$ cat src/hw/rtl/xtt_pkg.sv
// Shared types and constants of the XML tag tokenizer.
// Used by the front scanner, the back end and the top level.
`default_nettype none

package xtt_pkg;

    localparam int NAME_DEPTH_DEF = 64;
    localparam int CMD_DEPTH_DEF  = 4;
    localparam int LINE_W         = 32;

    // Kinds of result records.
    localparam logic [2:0] K_TEXT   = 3'd0;
    localparam logic [2:0] K_OPEN   = 3'd1;
    localparam logic [2:0] K_CLOSE  = 3'd2;
    localparam logic [2:0] K_SELF   = 3'd3;
    localparam logic [2:0] K_STATUS = 3'd4;

    // Commands passed from the scanner to the back end.
    localparam logic [1:0] OP_TEXT   = 2'd0;
    localparam logic [1:0] OP_NAME   = 2'd1;
    localparam logic [1:0] OP_EMPTY  = 2'd2;
    localparam logic [1:0] OP_STATUS = 2'd3;

    typedef struct packed {
        logic [1:0]        op;
        logic              closing;
        logic              self_close;
        logic [7:0]        data;
        logic              error;
        logic [LINE_W-1:0] lines;
    } t_cmd;

endpackage

`default_nettype wire

$ cat src/hw/rtl/xtt_ram.sv
// Generic single-port-write, single-port-read RAM with a registered read.
// No dependencies.
`default_nettype none

module xtt_ram #(
    parameter int WIDTH = 8,
    parameter int DEPTH = 64
) (
    input  wire logic                     i_clk,
    input  wire logic                     i_we,
    input  wire logic [$clog2(DEPTH)-1:0] i_waddr,
    input  wire logic [WIDTH-1:0]         i_wdata,
    input  wire logic                     i_re,
    input  wire logic [$clog2(DEPTH)-1:0] i_raddr,
    output logic      [WIDTH-1:0]         o_rdata
);

    logic [WIDTH-1:0] r_mem [DEPTH];

    always_ff @(posedge i_clk) begin
        if (i_we) begin
            r_mem[i_waddr] <= i_wdata;
        end
        if (i_re) begin
            o_rdata <= r_mem[i_raddr];
        end
    end

endmodule

`default_nettype wire

$ cat src/hw/rtl/xtt_front.sv
// Front scanner of the XML tag tokenizer: tag state machine, name buffer writes,
// newline count and sticky error. Depends on xtt_pkg.
`default_nettype none

module xtt_front import xtt_pkg::*; #(
    parameter int NAME_DEPTH = NAME_DEPTH_DEF
) (
    input  wire logic                          i_clk,
    input  wire logic                          i_rst_n,
    input  wire logic                          i_push,
    input  wire logic [7:0]                    i_data_byte,
    input  wire logic                          i_chunk_end,
    input  wire logic                          i_fifo_full,
    input  wire logic                          i_run_done,
    output logic                               o_full,
    output logic                               o_lock,
    output logic                               o_cmd_push,
    output t_cmd                               o_cmd,
    output logic [$clog2(NAME_DEPTH)-1:0]      o_cmd_len,
    output logic                               o_we,
    output logic [$clog2(NAME_DEPTH)-1:0]      o_waddr,
    output logic [7:0]                         o_wdata
);

    localparam int LW = $clog2(NAME_DEPTH);

    localparam logic [2:0] ST_TEXT  = 3'd0;
    localparam logic [2:0] ST_LT    = 3'd1;
    localparam logic [2:0] ST_FIRST = 3'd2;
    localparam logic [2:0] ST_LEAD  = 3'd3;
    localparam logic [2:0] ST_NAME  = 3'd4;
    localparam logic [2:0] ST_ATTR  = 3'd5;
    localparam logic [2:0] ST_SLASH = 3'd6;

    localparam logic [7:0] CH_LT    = 8'h3C;
    localparam logic [7:0] CH_GT    = 8'h3E;
    localparam logic [7:0] CH_SLASH = 8'h2F;
    localparam logic [7:0] CH_COLON = 8'h3A;
    localparam logic [7:0] CH_UNDER = 8'h5F;
    localparam logic [7:0] CH_DASH  = 8'h2D;
    localparam logic [7:0] CH_LF    = 8'h0A;
    localparam logic [7:0] CH_QUOTE = 8'h22;

    logic [2:0]        r_state, n_state;
    logic              r_closing, n_closing;
    logic              r_quotes, n_quotes;
    logic              r_error, n_error;
    logic [LW-1:0]     r_len, n_len;
    logic [LINE_W-1:0] r_lines, n_lines;
    logic              r_lock, n_lock;

    logic              accept;
    logic              cmd_valid;
    logic              add;
    logic [2:0]        eff;
    logic              is_sp, is_al, is_dg;
    logic [7:0]        c;

    assign o_full = i_fifo_full || r_lock;
    assign accept = i_push && !o_full;
    assign o_lock = r_lock;
    assign c      = i_data_byte;

    always_comb begin
        n_state   = r_state;
        n_closing = r_closing;
        n_quotes  = r_quotes;
        n_error   = r_error;
        n_len     = r_len;
        n_lines   = r_lines;
        cmd_valid = 1'b0;
        add       = 1'b0;
        o_cmd     = '0;
        eff       = r_state;
        is_sp = (c == 8'h09) || (c == 8'h0A) || (c == 8'h0D) || (c == 8'h20);
        is_al = ((c >= 8'h41) && (c <= 8'h5A)) || ((c >= 8'h61) && (c <= 8'h7A));
        is_dg = (c >= 8'h30) && (c <= 8'h39);

        if (!r_error) begin
            if (c == CH_LF) begin
                n_lines = r_lines + 1'b1;
            end
            // A '<' not followed by '/' goes straight to first-name handling,
            // and the first non-space after the lead goes to name handling.
            if (r_state == ST_LT) begin
                eff = (c == CH_SLASH) ? ST_LT : ST_FIRST;
            end else if ((r_state == ST_LEAD) && !is_sp) begin
                eff = ST_NAME;
            end
            n_state = eff;

            case (eff)
                ST_LT: begin
                    n_closing = 1'b1;
                    n_state   = ST_LEAD;
                end
                ST_FIRST: begin
                    if (!is_sp) begin
                        if (is_al) begin
                            add     = 1'b1;
                            n_state = ST_LEAD;
                        end else begin
                            n_error = 1'b1;
                        end
                    end
                end
                ST_LEAD: begin
                end
                ST_NAME: begin
                    if (c == CH_COLON) begin
                        n_len = '0;
                    end else if (is_sp || (c == CH_GT)) begin
                        cmd_valid     = 1'b1;
                        o_cmd.op      = (r_len == '0) ? OP_EMPTY : OP_NAME;
                        o_cmd.closing = r_closing;
                        n_len         = '0;
                        n_closing     = 1'b0;
                        n_quotes      = 1'b0;
                        n_state       = is_sp ? ST_ATTR : ST_TEXT;
                    end else if (is_al || is_dg || (c == CH_UNDER) || (c == CH_DASH)) begin
                        add = 1'b1;
                    end else if (c == CH_SLASH) begin
                        n_state = ST_SLASH;
                    end else begin
                        n_error = 1'b1;
                    end
                end
                ST_ATTR: begin
                    if (r_quotes) begin
                        if (c == CH_QUOTE) begin
                            n_quotes = 1'b0;
                        end
                    end else if (c == CH_QUOTE) begin
                        n_quotes = 1'b1;
                    end else if (c == CH_SLASH) begin
                        n_state = ST_SLASH;
                    end else if (c == CH_GT) begin
                        n_state = ST_TEXT;
                    end
                end
                ST_SLASH: begin
                    if (c != CH_GT) begin
                        n_error = 1'b1;
                    end else begin
                        cmd_valid        = 1'b1;
                        o_cmd.op         = OP_NAME;
                        o_cmd.self_close = 1'b1;
                        n_len            = '0;
                        n_closing        = 1'b0;
                        n_quotes         = 1'b0;
                        n_state          = ST_TEXT;
                    end
                end
                default: begin
                    if (c == CH_LT) begin
                        n_state = ST_LT;
                    end else begin
                        cmd_valid  = 1'b1;
                        o_cmd.op   = OP_TEXT;
                        o_cmd.data = c;
                    end
                end
            endcase

            // Name bytes past the buffer's last usable entry are dropped.
            if (add && (r_len < LW'(NAME_DEPTH - 1))) begin
                n_len = r_len + 1'b1;
            end else begin
                add = 1'b0;
            end
        end

        if (!cmd_valid && i_chunk_end) begin
            cmd_valid = 1'b1;
            o_cmd.op  = OP_STATUS;
        end
        o_cmd.error = n_error;
        o_cmd.lines = n_lines;

        n_lock = r_lock;
        if (i_run_done) begin
            n_lock = 1'b0;
        end
        if (accept && cmd_valid && (o_cmd.op == OP_NAME)) begin
            n_lock = 1'b1;
        end
    end

    assign o_cmd_push = accept && cmd_valid;
    assign o_cmd_len  = r_len;
    assign o_we       = accept && add;
    assign o_waddr    = r_len;
    assign o_wdata    = c;

    always_ff @(posedge i_clk) begin
        if (!i_rst_n) begin
            r_state   <= ST_TEXT;
            r_closing <= 1'b0;
            r_quotes  <= 1'b0;
            r_error   <= 1'b0;
            r_len     <= '0;
            r_lines   <= '0;
            r_lock    <= 1'b0;
        end else begin
            r_lock <= n_lock;
            if (accept) begin
                r_state   <= n_state;
                r_closing <= n_closing;
                r_quotes  <= n_quotes;
                r_error   <= n_error;
                r_len     <= n_len;
                r_lines   <= n_lines;
            end
        end
    end

endmodule

`default_nettype wire

$ cat src/hw/rtl/xtt_cmd_fifo.sv
// Short command queue between the front scanner and the back end.
// Depends on nothing but its parameters.
`default_nettype none

module xtt_cmd_fifo #(
    parameter int WIDTH = 8,
    parameter int DEPTH = 4
) (
    input  wire logic             i_clk,
    input  wire logic             i_rst_n,
    input  wire logic             i_push,
    input  wire logic [WIDTH-1:0] i_wdata,
    input  wire logic             i_pop,
    output logic      [WIDTH-1:0] o_rdata,
    output logic                  o_full,
    output logic                  o_empty
);

    localparam int PW = (DEPTH > 1) ? $clog2(DEPTH) : 1;
    localparam int CW = $clog2(DEPTH + 1);

    logic [WIDTH-1:0] r_mem [DEPTH];
    logic [PW-1:0]    r_wptr, r_rptr;
    logic [CW-1:0]    r_count;
    logic             do_push, do_pop;

    assign o_full  = (r_count == CW'(DEPTH));
    assign o_empty = (r_count == '0);
    assign do_push = i_push && !o_full;
    assign do_pop  = i_pop && !o_empty;
    assign o_rdata = r_mem[r_rptr];

    always_ff @(posedge i_clk) begin
        if (do_push) begin
            r_mem[r_wptr] <= i_wdata;
        end
    end

    always_ff @(posedge i_clk) begin
        if (!i_rst_n) begin
            r_wptr  <= '0;
            r_rptr  <= '0;
            r_count <= '0;
        end else begin
            if (do_push) begin
                r_wptr <= (r_wptr == PW'(DEPTH - 1)) ? '0 : r_wptr + 1'b1;
            end
            if (do_pop) begin
                r_rptr <= (r_rptr == PW'(DEPTH - 1)) ? '0 : r_rptr + 1'b1;
            end
            if (do_push && !do_pop) begin
                r_count <= r_count + 1'b1;
            end else if (do_pop && !do_push) begin
                r_count <= r_count - 1'b1;
            end
        end
    end

endmodule

`default_nettype wire

$ cat src/hw/rtl/xtt_back.sv
// Back end of the XML tag tokenizer: turns commands into result records and
// replays tag names from the name RAM. Depends on xtt_pkg.
`default_nettype none

module xtt_back import xtt_pkg::*; #(
    parameter int NAME_DEPTH = NAME_DEPTH_DEF
) (
    input  wire logic                          i_clk,
    input  wire logic                          i_rst_n,
    input  wire logic                          i_cmd_empty,
    input  wire t_cmd                          i_cmd,
    input  wire logic [$clog2(NAME_DEPTH)-1:0] i_cmd_len,
    output logic                               o_cmd_pop,
    output logic                               o_rd_en,
    output logic [$clog2(NAME_DEPTH)-1:0]      o_rd_addr,
    input  wire logic [7:0]                    i_rd_data,
    output logic                               o_run_done,
    input  wire logic                          i_pop,
    output logic                               o_empty,
    output logic [2:0]                         o_kind,
    output logic [7:0]                         o_data_byte_out,
    output logic                               o_empty_name,
    output logic                               o_last,
    output logic                               o_error,
    output logic [LINE_W-1:0]                  o_line_count
);

    localparam int LW = $clog2(NAME_DEPTH);

    // Output record register.
    logic              r_valid;
    logic [2:0]        r_kind, n_kind;
    logic [7:0]        r_byte, n_byte;
    logic              r_ename, n_ename;
    logic              r_last, n_last;
    logic              r_err, n_err;
    logic [LINE_W-1:0] r_lines, n_lines;

    // Name replay state.
    logic              r_run;
    logic [LW-1:0]     r_len;
    logic [LW-1:0]     r_sent;
    logic [LW-1:0]     r_rd_idx;
    logic              r_data_ok;
    logic              r_self;
    logic              r_closing;
    logic              r_rerr;
    logic [LINE_W-1:0] r_rlines;

    logic out_free, xfer, marker, load, start;

    assign out_free  = !r_valid || i_pop;
    assign o_cmd_pop = !r_run && !i_cmd_empty && out_free;
    assign start     = o_cmd_pop && (i_cmd.op == OP_NAME);
    assign xfer      = r_run && r_data_ok && out_free;
    assign marker    = r_run && !r_data_ok && (r_sent == r_len) && r_self && out_free;
    assign o_rd_en   = r_run && (r_rd_idx < r_len) && (!r_data_ok || xfer);
    assign o_rd_addr = r_rd_idx;
    assign o_run_done = marker || (xfer && !r_self && (r_sent == r_len - 1'b1));

    always_comb begin
        load    = 1'b0;
        n_kind  = r_kind;
        n_byte  = r_byte;
        n_ename = 1'b0;
        n_last  = 1'b1;
        n_err   = r_err;
        n_lines = r_lines;
        if (xfer) begin
            load    = 1'b1;
            n_kind  = r_closing ? K_CLOSE : K_OPEN;
            n_byte  = i_rd_data;
            n_last  = (r_sent == r_len - 1'b1) && !r_self;
            n_err   = r_rerr;
            n_lines = r_rlines;
        end else if (marker) begin
            load    = 1'b1;
            n_kind  = K_SELF;
            n_byte  = '0;
            n_err   = r_rerr;
            n_lines = r_rlines;
        end else if (o_cmd_pop && !start) begin
            load    = 1'b1;
            n_err   = i_cmd.error;
            n_lines = i_cmd.lines;
            n_byte  = '0;
            case (i_cmd.op)
                OP_TEXT: begin
                    n_kind = K_TEXT;
                    n_byte = i_cmd.data;
                end
                OP_EMPTY: begin
                    n_kind  = i_cmd.closing ? K_CLOSE : K_OPEN;
                    n_ename = 1'b1;
                end
                default: begin
                    n_kind = K_STATUS;
                end
            endcase
        end
    end

    always_ff @(posedge i_clk) begin
        if (load) begin
            r_kind  <= n_kind;
            r_byte  <= n_byte;
            r_ename <= n_ename;
            r_last  <= n_last;
            r_err   <= n_err;
            r_lines <= n_lines;
        end
        if (start) begin
            r_len     <= i_cmd_len;
            r_self    <= i_cmd.self_close;
            r_closing <= i_cmd.closing;
            r_rerr    <= i_cmd.error;
            r_rlines  <= i_cmd.lines;
        end
    end

    always_ff @(posedge i_clk) begin
        if (!i_rst_n) begin
            r_valid   <= 1'b0;
            r_run     <= 1'b0;
            r_sent    <= '0;
            r_rd_idx  <= '0;
            r_data_ok <= 1'b0;
        end else begin
            if (load) begin
                r_valid <= 1'b1;
            end else if (i_pop) begin
                r_valid <= 1'b0;
            end

            if (start) begin
                r_run     <= 1'b1;
                r_sent    <= '0;
                r_rd_idx  <= '0;
                r_data_ok <= 1'b0;
            end else begin
                if (o_run_done) begin
                    r_run <= 1'b0;
                end
                if (o_rd_en) begin
                    r_rd_idx  <= r_rd_idx + 1'b1;
                    r_data_ok <= 1'b1;
                end else if (xfer) begin
                    r_data_ok <= 1'b0;
                end
                if (xfer) begin
                    r_sent <= r_sent + 1'b1;
                end
            end
        end
    end

    assign o_empty         = !r_valid;
    assign o_kind          = r_kind;
    assign o_data_byte_out = r_byte;
    assign o_empty_name    = r_ename;
    assign o_last          = r_last;
    assign o_error         = r_err;
    assign o_line_count    = r_lines;

endmodule

`default_nettype wire

$ cat src/hw/rtl/xml_tag_tokenizer.sv
// Top level of the XML tag tokenizer: front scanner, command queue, name RAM
// and back end. Depends on xtt_pkg, xtt_front, xtt_cmd_fifo, xtt_ram, xtt_back.
//
// The tokenizer takes one document byte per transaction on the push/full side
// and delivers result records on the empty/pop side. Text bytes outside tags
// come out as one text record each, and a run of text is taken at one byte per
// clock as long as the result side keeps popping. Tag names are written into a
// name RAM of NAME_DEPTH entries (at most NAME_DEPTH-1 bytes are kept) while the
// tag is scanned; at the end of the name the scanner posts a command into a
// CMD_DEPTH-entry queue; the back end replays the name from the RAM at one record
// per clock while results are popped, then a self-close marker for a "/>" tag.
// From the byte that ends a name until the last record of that name, or its
// self-close marker, has been loaded into the output register, full stays high.
// With the queue otherwise empty and the result side popping, the hold on full
// covers taking the command, the registered read of the first byte, then one
// record per name byte, and the self-close marker when the tag ends in "/>".
// The name RAM's single read port and its registered read set these steps, and a
// slow result side or commands queued ahead stretch the hold on full. full also
// rises when the command queue is full. Every record carries the sticky error
// flag and the newline count as they stood after the byte that caused it, and
// last marks the final record of that byte. A byte with chunk_end set that
// yields no other record yields a status record. After a syntax error, bytes are
// still taken but produce nothing except those status records.
`default_nettype none

module xml_tag_tokenizer import xtt_pkg::*; #(
    parameter int NAME_DEPTH = NAME_DEPTH_DEF,
    parameter int CMD_DEPTH  = CMD_DEPTH_DEF
) (
    input  wire logic              i_clk,
    input  wire logic              i_rst_n,
    input  wire logic              push,
    output logic                   full,
    input  wire logic [7:0]        i_data_byte,
    input  wire logic              i_chunk_end,
    output logic                   empty,
    input  wire logic              pop,
    output logic [2:0]             o_kind,
    output logic [7:0]             o_data_byte_out,
    output logic                   o_empty_name,
    output logic                   o_last,
    output logic                   o_error,
    output logic [LINE_W-1:0]      o_line_count
);

    localparam int LW = $clog2(NAME_DEPTH);
    localparam int QW = $bits(t_cmd) + LW;

    // Front to queue.
    logic          w_cmd_push;
    t_cmd          w_front_cmd;
    logic [LW-1:0] w_front_len;
    logic          w_fifo_full;
    logic          w_fifo_empty;
    logic          w_cmd_pop;
    logic [QW-1:0] w_fifo_rdata;
    t_cmd          w_back_cmd;
    logic [LW-1:0] w_back_len;

    // Name RAM ports.
    logic          w_ram_we;
    logic [LW-1:0] w_ram_waddr;
    logic [7:0]    w_ram_wdata;
    logic          w_ram_re;
    logic [LW-1:0] w_ram_raddr;
    logic [7:0]    w_ram_rdata;

    logic          w_run_done;
    logic          w_name_lock;

    xtt_front #(
        .NAME_DEPTH (NAME_DEPTH)
    ) u_front (
        .i_clk       (i_clk),
        .i_rst_n     (i_rst_n),
        .i_push      (push),
        .i_data_byte (i_data_byte),
        .i_chunk_end (i_chunk_end),
        .i_fifo_full (w_fifo_full),
        .i_run_done  (w_run_done),
        .o_full      (full),
        .o_lock      (w_name_lock),
        .o_cmd_push  (w_cmd_push),
        .o_cmd       (w_front_cmd),
        .o_cmd_len   (w_front_len),
        .o_we        (w_ram_we),
        .o_waddr     (w_ram_waddr),
        .o_wdata     (w_ram_wdata)
    );

    xtt_cmd_fifo #(
        .WIDTH (QW),
        .DEPTH (CMD_DEPTH)
    ) u_cmd_fifo (
        .i_clk   (i_clk),
        .i_rst_n (i_rst_n),
        .i_push  (w_cmd_push),
        .i_wdata ({w_front_len, w_front_cmd}),
        .i_pop   (w_cmd_pop),
        .o_rdata (w_fifo_rdata),
        .o_full  (w_fifo_full),
        .o_empty (w_fifo_empty)
    );

    assign w_back_cmd = w_fifo_rdata[$bits(t_cmd)-1:0];
    assign w_back_len = w_fifo_rdata[QW-1:$bits(t_cmd)];

    xtt_ram #(
        .WIDTH (8),
        .DEPTH (NAME_DEPTH)
    ) u_name_ram (
        .i_clk   (i_clk),
        .i_we    (w_ram_we),
        .i_waddr (w_ram_waddr),
        .i_wdata (w_ram_wdata),
        .i_re    (w_ram_re),
        .i_raddr (w_ram_raddr),
        .o_rdata (w_ram_rdata)
    );

    xtt_back #(
        .NAME_DEPTH (NAME_DEPTH)
    ) u_back (
        .i_clk           (i_clk),
        .i_rst_n         (i_rst_n),
        .i_cmd_empty     (w_fifo_empty),
        .i_cmd           (w_back_cmd),
        .i_cmd_len       (w_back_len),
        .o_cmd_pop       (w_cmd_pop),
        .o_rd_en         (w_ram_re),
        .o_rd_addr       (w_ram_raddr),
        .i_rd_data       (w_ram_rdata),
        .o_run_done      (w_run_done),
        .i_pop           (pop),
        .o_empty         (empty),
        .o_kind          (o_kind),
        .o_data_byte_out (o_data_byte_out),
        .o_empty_name    (o_empty_name),
        .o_last          (o_last),
        .o_error         (o_error),
        .o_line_count    (o_line_count)
    );

    // The name RAM is never written while a name is still being replayed.
    a_no_write_during_replay: assert property (@(posedge i_clk) disable iff (!i_rst_n)
        w_name_lock |-> !w_ram_we)
        else $error("name RAM written while a name replay is outstanding");

    // A replay can only finish when the scanner is holding off for it.
    a_done_needs_lock: assert property (@(posedge i_clk) disable iff (!i_rst_n)
        w_run_done |-> w_name_lock)
        else $error("name replay finished without an outstanding name command");

    // The error flag seen on the result side never goes back to zero.
    a_error_sticky: assert property (@(posedge i_clk) disable iff (!i_rst_n)
        (!empty && pop && o_error) |=> (empty || o_error))
        else $error("error flag cleared on a later record");

endmodule

`default_nettype wire
$ cat config.mk
export PLATFORM = sky130hd
export DESIGN_NAME = xml_tag_tokenizer
export DESIGN_NICKNAME = d
export VERILOG_FILES = /design/src/hw/rtl/xtt_pkg.sv /design/src/hw/rtl/xtt_ram.sv /design/src/hw/rtl/xtt_front.sv /design/src/hw/rtl/xtt_cmd_fifo.sv /design/src/hw/rtl/xtt_back.sv /design/src/hw/rtl/xml_tag_tokenizer.sv
export SDC_FILE = /design/constraint.sdc
export NUM_CORES = 1
export LEC_CHECK = 0
export BUFFER_PORTS_ARGS = -buffer_cell sky130_fd_sc_hd__clkbuf_2
export CORE_MARGIN = 3
export CORE_UTILIZATION = 65
export CTS_BUF_LIST = sky130_fd_sc_hd__clkbuf_4
export DETAILED_ROUTE_END_ITERATION = 8
export PLACE_DENSITY_LB_ADDON = 0.1
export SETUP_SLACK_MARGIN = 0.1
export SLEW_MARGIN = 20
export SYNTH_ARGS = -nofsm -noshare
export SYNTH_HDL_FRONTEND = slang
export SYNTH_SLANG_ARGS = --single-unit
$ cat constraint.sdc
create_clock -name i_clk -period 5.8 [get_ports i_clk]
set_input_delay 1.16 -clock i_clk [delete_from_list [all_inputs] [get_ports i_clk]]
set_output_delay 1.16 -clock i_clk [all_outputs]
set_load 0.02 [all_outputs]
==> metrics.md, run 1 <==
| Metric | Value |
|---|---|
| Internal Pwr Total | `11.57 mW` |
| Largest fanout on the critical path | `25` |
| H-tree Lvls | `4` |
| Crit path largest cell delay | `860 ps` |
| Flop pwr share | `50.3%` |
| Post-synth top area share | `68.87%` |
| Sequential fraction of the synthesis area | `72.78%` |
| Compound-Gate Fraction of Synth Area | `2.272%` |
| CTS root buf | `clkbuf_4` |
| CTS tree | `yes` |
| Outcome | `finished, final reports clean` |
| Total track usage | `27.42%` |
| Clk pin slew, worst setup/hold paths | `70 ps` |
| Die width | `239.2 um` |
| 1st-pass router iterations | `7` |
| Worst min path class | `reg2reg` |
| Lkg Pwr | `12.58 nW` |
| Required time of the critical path | `6440 ps` |
| DRC | `0` |
| WP buf/inv | `0` |
| Routability congestion estimate | `0.8835` |
| CP Depth | `6` |
| Register Area | `25750 um2` |
| Slew Limit Fails | `0` |
| Core ar. | `53180 um2` |
| I/O Buffers | `60` |
| Multi-input logic area | `9066 um2` |
| Worst path top cell family by delay | `simple AND/OR/NAND/NOR gates` |
| Area growth, synth to finish | `11.15%` |
| Post-Synth Simple-Gate Area | `5.658%` |
| Postcts setup bufs | `0` |
| Post-Route WL | `74510 um` |
| First-iteration detailed-routing DRC count | `1903` |
| Adder-cell area share of the yosys netlist | `0.6581%` |
| TNS Setup | `0 ps` |
| Highest clock rate | `245.5 MHz` |
| Post-synth ARST share | `0%` |
| Number of global-route vias before repair | `19010` |
| Reg-to-reg endpoint | `u_name_ram.r_mem[49][3]` |
| ANT nets after route | `0` |
| Critical path cell sequence | `nor3b_1 > o22ai_1 > o22ai_2 > nand2_4 > or4_1 > nor2_1` |
| Most common cell after layout, fill and taps aside | `edfxtp_1` |
| Clock Skew | `57.22 ps` |
| Worst vdd ir | `0.0003167 V` |
| Worst Tran Pin Value | `1087 ps` |
| Commonest cells after routing, fill and taps aside | `811 x edfxtp_1, 303 x clkbuf_4, 219 x mux4_2` |
| Cells after DPL | `2558` |
| Layout Cells excl Fill | `2948` |
| Crit. End Element | `flip-flop` |
| Layout cells sized above 1 | `32.31%` |
| Post-synth EDFFs | `811` |
| Gate power share | `17.7%` |
| Slew HR | `27.36%` |
| Fin nets | `2112` |
| GRT overflow | `0` |
| Startpoint Class | `flip-flop` |
| Post-synthesis mux area share | `15.20%` |
| Netlist cell types | `79` |
| I/O Pins | `61` |
| Per-cell routed wire length | `25.27 um` |
| Synth area leaders | `edfxtp_1 69%, mux4_2 14%, dfxtp_1 3.9%` |
| YS warnings | `0` |
| Clock sink total | `880` |
| Syn Inst Count | `1873` |
| Final min period | `4074 ps` |
| Clock latency on the worst-skew pair | `1050 ps` |
| Setup-failing EPs final | `0` |
| CP max-delay cell | `or4_1` |
| Initial antenna violation count | `3` |
| Mapped Area | `35360 um2` |
| Worst R2R Start | `u_front.r_state[2]` |
| Final hold vios | `0` |
| Worst setup path endpoint | `u_name_ram.r_mem[49][3]` |
| Fill cell count | `3174` |
| Sw Ratio | `26.75%` |
| Total Die Area | `57240 um2` |
| Die height | `239.2 um` |
| Synth Area in XOR/XNOR | `1.759%` |
| Core Rows | `84` |
| Global-route wire length before repair | `114800 um` |
| Worst reg-to-reg path cell count | `6` |
| Total Power | `15.80 mW` |
| Register-to-register setup slack | `1730 ps` |
| Initial core utilization | `66.49%` |
| Hold Buf Count CTS | `0` |
| Fin util | `73.91%` |
| Synth area leader | `edfxtp_1` |
| Total number of vias | `18620` |
| Cell Pwr Density | `402.0 nW/um2` |
| Worst Setup Path Type | `reg2reg` |
| Post-Layout Inst Area | `39310 um2` |
| CTS Buf Count | `209` |
| Max Root-Sink Buffers | `3` |
| Dpl hpwl | `47000 um` |
| Post-CTS Resized | `0` |
| Switching power | `4.227 mW` |
| Main combinational cell family by area after synthesis | `multiplexers` |
| Largest net degree at the start of global routing | `68` |
| Fin crit share | `70.24%` |
| Max-cap violations | `0` |
| CP arrival | `4710 ps` |
| Syn_nets | `1904` |
| Clock power share | `32.0%` |
| CP startpoint | `u_front.r_state[2]` |
| Syn Area/Cell | `18.88 um2` |
| Vias per inst | `6.318` |
| Top_reg_cell synth | `edfxtp_1` |
| Unrepaired setup endpoints after global routing | `no` |
| Post-Place Cell Area | `36520 um2` |
| Register bit total from synthesis | `880` |
## how the worst min path moves through the flow
stage                               from  depth (start not counted)  slack [ps]        endpoint
finish              u_cmd_fifo.r_rptr[1]                          2         490       flip-flop
CTS                                  pop                          3         420  u_back.r_valid
global placement    u_cmd_fifo.r_rptr[1]                          2         450       flip-flop
detailed placement  u_cmd_fifo.r_rptr[1]                          2         470       flip-flop
floorplan                 u_front.o_lock                          2         450  u_front.o_lock
global route                         pop                          3         470  u_back.r_valid
## registers in the layout (all words and copies together) (netlist names), 3 cells and up, named ones only
signal and cells:
u_name_ram.r_mem 512, u_cmd_fifo.r_mem 204, u_back.o_line_count 32, u_back.r_rlines 32
u_front.r_lines 32, u_back.o_data_byte_out 8, u_name_ram.o_rdata 8, u_back.o_rd_addr 6
u_back.r_len 6, u_back.r_sent 6, u_front.o_cmd_len 6, u_back.o_kind 3
u_cmd_fifo.r_count 3, u_front.r_state 3
## layout make-up
type | count | share of cell area (%)
sequential | 880 | 65.51
clock inverter | 83 | 1.283
inverter | 34 | 0.3247
multi-input combinational | 851 | 23.07
timing repair buffer | 105 | 1.814
antenna | 4 | 0.02547
clock buffer | 303 | 5.787
tap | 688 | 2.190
## power by group through the flow
stage	logic [mW]	registers (mW)	clock network [mW]
after floorplan	1.89	8.13	0
after global placement	2.79	8.07	0
after detailed placement	2.84	8.10	0
after CTS	2.84	7.96	5.17
after global routing	3.03	8.01	5.53
final	2.80	7.95	5.05
## worst reg2reg max path: cells and delay by family (launching register included)
| kind | cells | cell delay, ps |
|---|---|---|
| and+or+nand+nor | 4 | 2510 |
| DFF | 1 | 620 |
| AOI/OAI and AO/OA | 2 | 540 |
## cell families (layout without fill, tap and decap cells)
kind of cell               after synthesis  count (layout)
other                                    0               4
buffers and inverters                  142             525
xor gates and xnor gates                71              71
AOI/OAI and AO/OA                      122             122
adders and majority gates               18              18
and+or+nand+nor                        381             381
DFF                                    880             880
muxes                                  259             259
## synthesized netlist by cell type, drive strengths merged (4+ instances only)
library cell    n
nand2          68
dfxtp          69
o21ai          36
mux4          219
or4            10
edfxtp        811
nor2b           7
and3           12
nand2b          9
mux2i           5
clkbuf         61
nor3           19
nor2          133
nand4          20
nor3b           4
and2           12
or2             5
nor4           24
mux2           35
xor2           37
a31oi           7
o31ai           8
ha             17
o22ai           4
nand3          22
xnor2          34
a21oi          33
inv            33
buf            47
or3            22
## per-stage QoR
step                worst slack [ps]  hold slack, ps
floorplan                       1217           449.6
global placement                1036           453.9
detailed placement             890.7           472.9
CTS                             1881           423.9
global route                    1633           465.3
finish                          1726           488.8
## metal layers
metal	GRT usage [%]	share of wire [%]
met2	42.80	49
met3	6.448	7.6
met5	0	0
met4	12.48	4.0
met1	37.75	40
Power figures use the tool's default switching activity.
==> inputs of run 2 (changes only) <==
--- a/config.mk
+++ b/config.mk
@@ -7,7 +7,7 @@
 export LEC_CHECK = 0
 export BUFFER_PORTS_ARGS = -buffer_cell sky130_fd_sc_hd__clkbuf_2
 export CORE_MARGIN = 3
-export CORE_UTILIZATION = 65
+export CORE_UTILIZATION = 59
 export CTS_BUF_LIST = sky130_fd_sc_hd__clkbuf_4
 export DETAILED_ROUTE_END_ITERATION = 8
 export PLACE_DENSITY_LB_ADDON = 0.1
==> constraint.sdc (replaced) <==
create_clock -name i_clk -period 3.7 [get_ports i_clk]
set_input_delay 0.74 -clock i_clk [delete_from_list [all_inputs] [get_ports i_clk]]
set_output_delay 0.74 -clock i_clk [all_outputs]
set_load 0.02 [all_outputs]
==> metrics.md, run 2 (synthesized netlist as in run 1, its figures left out) <==
| Metric | Value |
|---|---|
| WP buf/inv | `1 (+1)` |
| Layout cells sized above 1 | `36.68% (+4.4 points)` |
| Clk pin slew, worst setup/hold paths | `70 ps (about the same)` |
| Post-Layout Inst Area | `40610 um2 (+3.3%)` |
| Initial antenna violation count | `2 (-1)` |
| Cell Pwr Density | `616.3 nW/um2 (+53%)` |
| Dpl hpwl | `51450 um (+9.5%)` |
| Outcome | `finished, final reports clean` |
| Crit. End Element | `flip-flop` |
| Setup-failing EPs final | `0 (unchanged)` |
| Total Power | `25.02 mW (+58%)` |
| I/O Buffers | `60 (unchanged)` |
| CP dominant cell by count | `mux4_2` |
| Critical path cell sequence | `buf_4 > mux4_2 > mux4_2 > mux4_2` |
| Largest net degree at the start of global routing | `65 (-4.4%)` |
| Number of global-route vias before repair | `19690 (+3.6%)` |
| Worst Tran Pin Value | `1099 ps (+11.45 ps)` |
| First-iteration detailed-routing DRC count | `1738 (-8.7%)` |
| Max-cap violations | `0 (unchanged)` |
| Largest registers | `u_name_ram.r_mem: 512 flops, u_cmd_fifo.r_mem: 204 flops` |
| Vias per inst | `5.996 (-5.1%)` |
| DRC | `0 (unchanged)` |
| Crit path largest cell delay | `930 ps (+70 ps)` |
| ANT nets after route | `0 (unchanged)` |
| Lkg Pwr | `13.34 nW (+6.1%)` |
| Most common cell after layout, fill and taps aside | `edfxtp_1` |
| Clock Skew | `48.30 ps (-8.923 ps)` |
| Per-cell routed wire length | `24.43 um (-3.3%)` |
| Max FFs per register | `512 (unchanged)` |
| Total track usage | `25.45% (-2.0 points)` |
| Routability congestion estimate | `0.9040 (+2.3%)` |
| I/O Pins | `61 (unchanged)` |
| Worst min path class | `in2reg` |
| Largest reg by FF count | `u_name_ram.r_mem` |
| Slew HR | `26.16% (-1.2 points)` |
| Global-route wire length before repair | `118100 um (+2.9%)` |
| Slew Limit Fails | `0 (unchanged)` |
| Hold Slack | `121.4 ps (-367.4 ps)` |
| TNS Setup | `0 ps (unchanged)` |
| Clock latency on the worst-skew pair | `1060 ps (about the same)` |
| CTS Buf Count | `213 (+1.9%)` |
| Highest clock rate | `308.8 MHz (+26%)` |
| Final min period | `3239 ps (-835.2 ps)` |
| Max Root-Sink Buffers | `3 (unchanged)` |
| Clock sink total | `880 (unchanged)` |
| Core ar. | `59130 um2 (+11%)` |
| CTS root buf | `clkbuf_4` |
| Core Rows | `89 (+6.0%)` |
| Die height | `250.8 um (+4.8%)` |
| CP arrival | `4020 ps (-690 ps)` |
| Post-Place Cell Area | `37820 um2 (+3.6%)` |
| Fin nets | `2255 (+6.8%)` |
| Post-Route WL | `77690 um (+4.3%)` |
| Largest fanout on the critical path | `38 (+52%)` |
| Worst path top cell family by delay | `multiplexers` |
| Postcts setup bufs | `0 (unchanged)` |
| CTS tree | `yes` |
| 1st-pass router iterations | `5 (-2)` |
| Worst vdd ir | `0.0004132 V (+30%)` |
| H-tree Lvls | `4 (unchanged)` |
| Final hold vios | `0 (unchanged)` |
| Initial core utilization | `59.80% (-6.7 points)` |
| Total number of vias | `19070 (+2.4%)` |
| Fin crit share | `87.53% (+17 points)` |
| Unrepaired setup endpoints after global routing | `no` |
| Total Die Area | `62910 um2 (+9.9%)` |
| Area growth, synth to finish | `14.83%` |
| Required time of the critical path | `4480 ps (-1960 ps)` |
| Startpoint Class | `flip-flop` |
| Die width | `250.8 um (+4.8%)` |
| Commonest cells after routing, fill and taps aside | `811 x edfxtp_1, 315 x clkbuf_4, 219 x mux4_2` |
| CP max-delay cell | `dfxtp_4` |
| GRT overflow | `0 (unchanged)` |
| Worst Setup Path Type | `reg2reg` |
run 2: worst paths after layout:
kind	from	endpoint	slack (ps)	cells after the start
max	u_back.o_rd_addr[0]	u_name_ram.o_rdata[6]	460	4
min	i_data_byte[6]	u_name_ram.r_mem[4][6]	120	2
max reg2reg	u_back.o_rd_addr[0]	u_name_ram.o_rdata[6]	460	4
min reg2reg	u_cmd_fifo.r_rptr[1]	flip-flop	480	2
run 2: layout make-up:
type | count | area, um2
timing repair buffer | 244 | 1897
tap | 773 | 967.2
sequential | 880 | 25750
inverter | 34 | 127.6
antenna | 5 | 12.51
clock inverter | 78 | 387.9
multi-input combinational | 851 | 9100
clock buffer | 315 | 2365
fill | 3864 | 18530
run 2: worst register-to-register path, cell delays in order, from the launching register on:
cell and delay, ps:
dfxtp_4 930, buf_4 420, mux4_2 530, mux4_2 550, mux4_2 540
run 2: repair_timing:
action                                 in CTS  in global routing
hold buffers                                1                  0
gates resized for setup                     0                  0
endpoints found under the hold margin       1                  0
run 2: per-stage QoR:
| stage | utilization (%) | worst slack (ps) | std cells |
|---|---|---|---|
| CTS | 68.64 | 386.3 | 3175 |
| global placement | 63.97 | -256.1 | 2781 |
| detailed placement | 63.97 | -209.0 | 2781 |
| finish | 68.67 | 461.4 | 3180 |
| floorplan | - | 84.36 | 1873 |
| global route | 68.67 | 362.7 | 3180 |
run 2: power breakdown:
group / switching, mW / total [mW] / internal [mW]
registers: 0.407 / 12.4 / 12.0
logic: 2.63 / 4.80 / 2.17
clock network: 3.73 / 7.84 / 4.11
total: 6.78 / 25.0 / 18.2
run 2: per-layer routing:
layer	vias up	wire [um]	GRT usage [%]
met4	0	1915	9.085
met3	122	5473	5.276
met1	9783	31720	35.25
met5	-	0	0
met2	775	38580	41.07
li1	8388	-	-
==> inputs of run 3 (changes only) <==
==> constraint.sdc (replaced) <==
create_clock -name i_clk -period 2.8 [get_ports i_clk]
set_input_delay 0.56 -clock i_clk [delete_from_list [all_inputs] [get_ports i_clk]]
set_output_delay 0.56 -clock i_clk [all_outputs]
set_load 0.02 [all_outputs]
==> metrics.md, run 3 (synthesized netlist as in run 1, its figures left out) <==
| Metric | Value |
|---|---|
| Dpl hpwl | `52910 um (+2.8%)` |
| Initial core utilization | `59.80% (unchanged)` |
| Worst Setup Path Type | `reg2reg` |
| CTS root buf | `clkbuf_4` |
| Clk pin slew, worst setup/hold paths | `70 ps (about the same)` |
| Die width | `250.8 um (unchanged)` |
| Global-route wire length before repair | `121900 um (+3.2%)` |
| Initial antenna violation count | `6 (+4)` |
| ANT nets after route | `0 (unchanged)` |
| Worst path top cell family by delay | `multiplexers` |
| Unrepaired setup endpoints after global routing | `yes` |
| Post-Route WL | `80290 um (+3.3%)` |
| Total track usage | `26.30% (+0.85 points)` |
| TNS Setup | `0 ps (unchanged)` |
| CP dominant cell by count | `mux4_2` |
| Highest clock rate | `360.9 MHz (+17%)` |
| Total Die Area | `62910 um2 (unchanged)` |
| Fin util | `71.75% (+3.1 points)` |
| Most common cell after layout, fill and taps aside | `edfxtp_1` |
| CP max-delay cell | `mux4_2` |
| CP arrival | `3480 ps (-540 ps)` |
| Largest fanout on the critical path | `10 (-74%)` |
| Register-to-register setup slack | `30 ps (-430 ps)` |
| Max-cap violations | `0 (unchanged)` |
| Fill cell count | `3695 (-4.4%)` |
| Place WS | `-926.5 ps (-717.6 ps)` |
| CTS tree | `yes` |
| Core Rows | `89 (unchanged)` |
| CP startpoint | `u_back.o_rd_addr[0]` |
| DRC | `0 (unchanged)` |
| Slew Limit Fails | `0 (unchanged)` |
| Clock latency on the worst-skew pair | `1020 ps (-40 ps)` |
| I/O Buffers | `60 (unchanged)` |
| Fin crit share | `98.97% (+11 points)` |
| Die height | `250.8 um (unchanged)` |
| Fin nets | `2336 (+3.6%)` |
| Crit. End Element | `flip-flop` |
| Critical hold path startpoint | `i_data_byte[5]` |
| Required time of the critical path | `3510 ps (-970 ps)` |
| Core ar. | `59130 um2 (unchanged)` |
| Max FFs per register | `512 (unchanged)` |
| Routability congestion estimate | `0.9317 (+3.1%)` |
| Startpoint Class | `flip-flop` |
| Register Area | `25750 um2 (about the same)` |
| Largest registers | `u_name_ram.r_mem: 512 flops, u_cmd_fifo.r_mem: 204 flops` |
| 1st-pass router iterations | `5 (unchanged)` |
| Number of global-route vias before repair | `19780 (+0.43%)` |
| Crit path largest cell delay | `580 ps (-350 ps)` |
| Multi-input logic area | `9698 um2 (+6.6%)` |
| Layout cells sized above 1 | `41.75% (+5.1 points)` |
| CTS Buf Count | `214 (+0.47%)` |
| Worst R2R Start | `u_back.o_rd_addr[0]` |
| Slew HR | `45.24% (+19 points)` |
| Per-cell routed wire length | `24.70 um (+1.1%)` |
| Setup-failing EPs final | `0 (unchanged)` |
| Area growth, synth to finish | `19.97%` |
| Cell Pwr Density | `803.6 nW/um2 (+30%)` |
| Largest net degree at the start of global routing | `65 (unchanged)` |
| Total number of vias | `19440 (+1.9%)` |
| Final min period | `2771 ps (-467.4 ps)` |
| First-iteration detailed-routing DRC count | `1644 (-5.4%)` |
| Clock sink total | `880 (unchanged)` |
| Worst setup margin | `28.78 ps (-432.6 ps)` |
| Commonest cells after routing, fill and taps aside | `811 x edfxtp_1, 316 x clkbuf_4, 219 x mux4_2` |
| Vias per inst | `5.979 (-0.28%)` |
| Max Root-Sink Buffers | `3 (unchanged)` |
| GRT overflow | `0 (unchanged)` |
| Worst vdd ir | `0.0004811 V (+16%)` |
| Total Power | `34.09 mW (+36%)` |
| Final hold vios | `0 (unchanged)` |
| I/O Pins | `61 (unchanged)` |
| Largest reg by FF count | `u_name_ram.r_mem` |
| Lkg Pwr | `13.94 nW (+4.4%)` |
| Hold Slack | `157.2 ps (+35.87 ps)` |
| WP buf/inv | `2 (+1)` |
| H-tree Lvls | `4 (unchanged)` |
| Outcome | `finished, final reports clean` |
| Critical path cell sequence | `buf_12 > buf_12 > mux4_2 > mux4_2 > mux4_2` |
| Clock Skew | `48.64 ps (+0.3366 ps)` |
| Worst Tran Pin Value | `821.4 ps (-277.1 ps)` |
| Worst min path class | `in2reg` |
[run 3: path summary, 6_finish.rpt]
kind | end | cells past startpoint
max | u_name_ram.o_rdata[5] | 5
min | u_name_ram.r_mem[47][5] | 3
max reg2reg | u_name_ram.o_rdata[5] | 5
min reg2reg | u_front.r_lines[31] | 2
[run 3: layout make-up]
| class | instances | area share [%] |
|---|---|---|
| Timing Repair Buffer | 324 | 7.158 |
| Multi-Input combinational cell | 851 | 22.86 |
| Clock inverter | 69 | 1.076 |
| Tap cell | 773 | 2.280 |
| Sequential cell | 880 | 60.70 |
| Inverter | 34 | 0.3097 |
| Clock buffer | 316 | 5.592 |
| Antenna cell | 4 | 0.02359 |
[run 3: report_power, final]
part           internal (mW)  switching [mW]  leakage, nW
sequential              15.8           0.356         7.83
combinational           3.38            3.86         4.44
clock                   5.72            4.96         1.67
total                   24.9            9.17         13.9
[run 3: repair_timing]
item	4_1_cts	5_1_grt
buffers inserted	13	8
hold endpoints to repair	46	0
gates cloned	2	2
hold buffers	5	0
pin swaps	9	18
endpoints found under the setup margin	363	405
gates resized for setup	42	29
[run 3: worst min-delay path: stages]
cell	delay (ps)
clkbuf_2	140
buf_12	120
buf_4	210
[run 3: per-stage QoR]
step	instance area [um2]	instances
2_1_floorplan	35840	1873
3_3_place_gp	38920	2832
3_5_place_dp	38920	2832
4_1_cts	42170	3237
5_1_grt	42420	3248
6_report	42420	3251
[run 3: per-layer routing]
layer	global-route usage (%)	vias to the layer above	part of all wire [%]
li1	-	8549	-
met1	37.09	10040	42
met2	40.46	719	48
met3	6.735	129	6.9
met4	10.10	2	2.9
met5	0	-	0.019
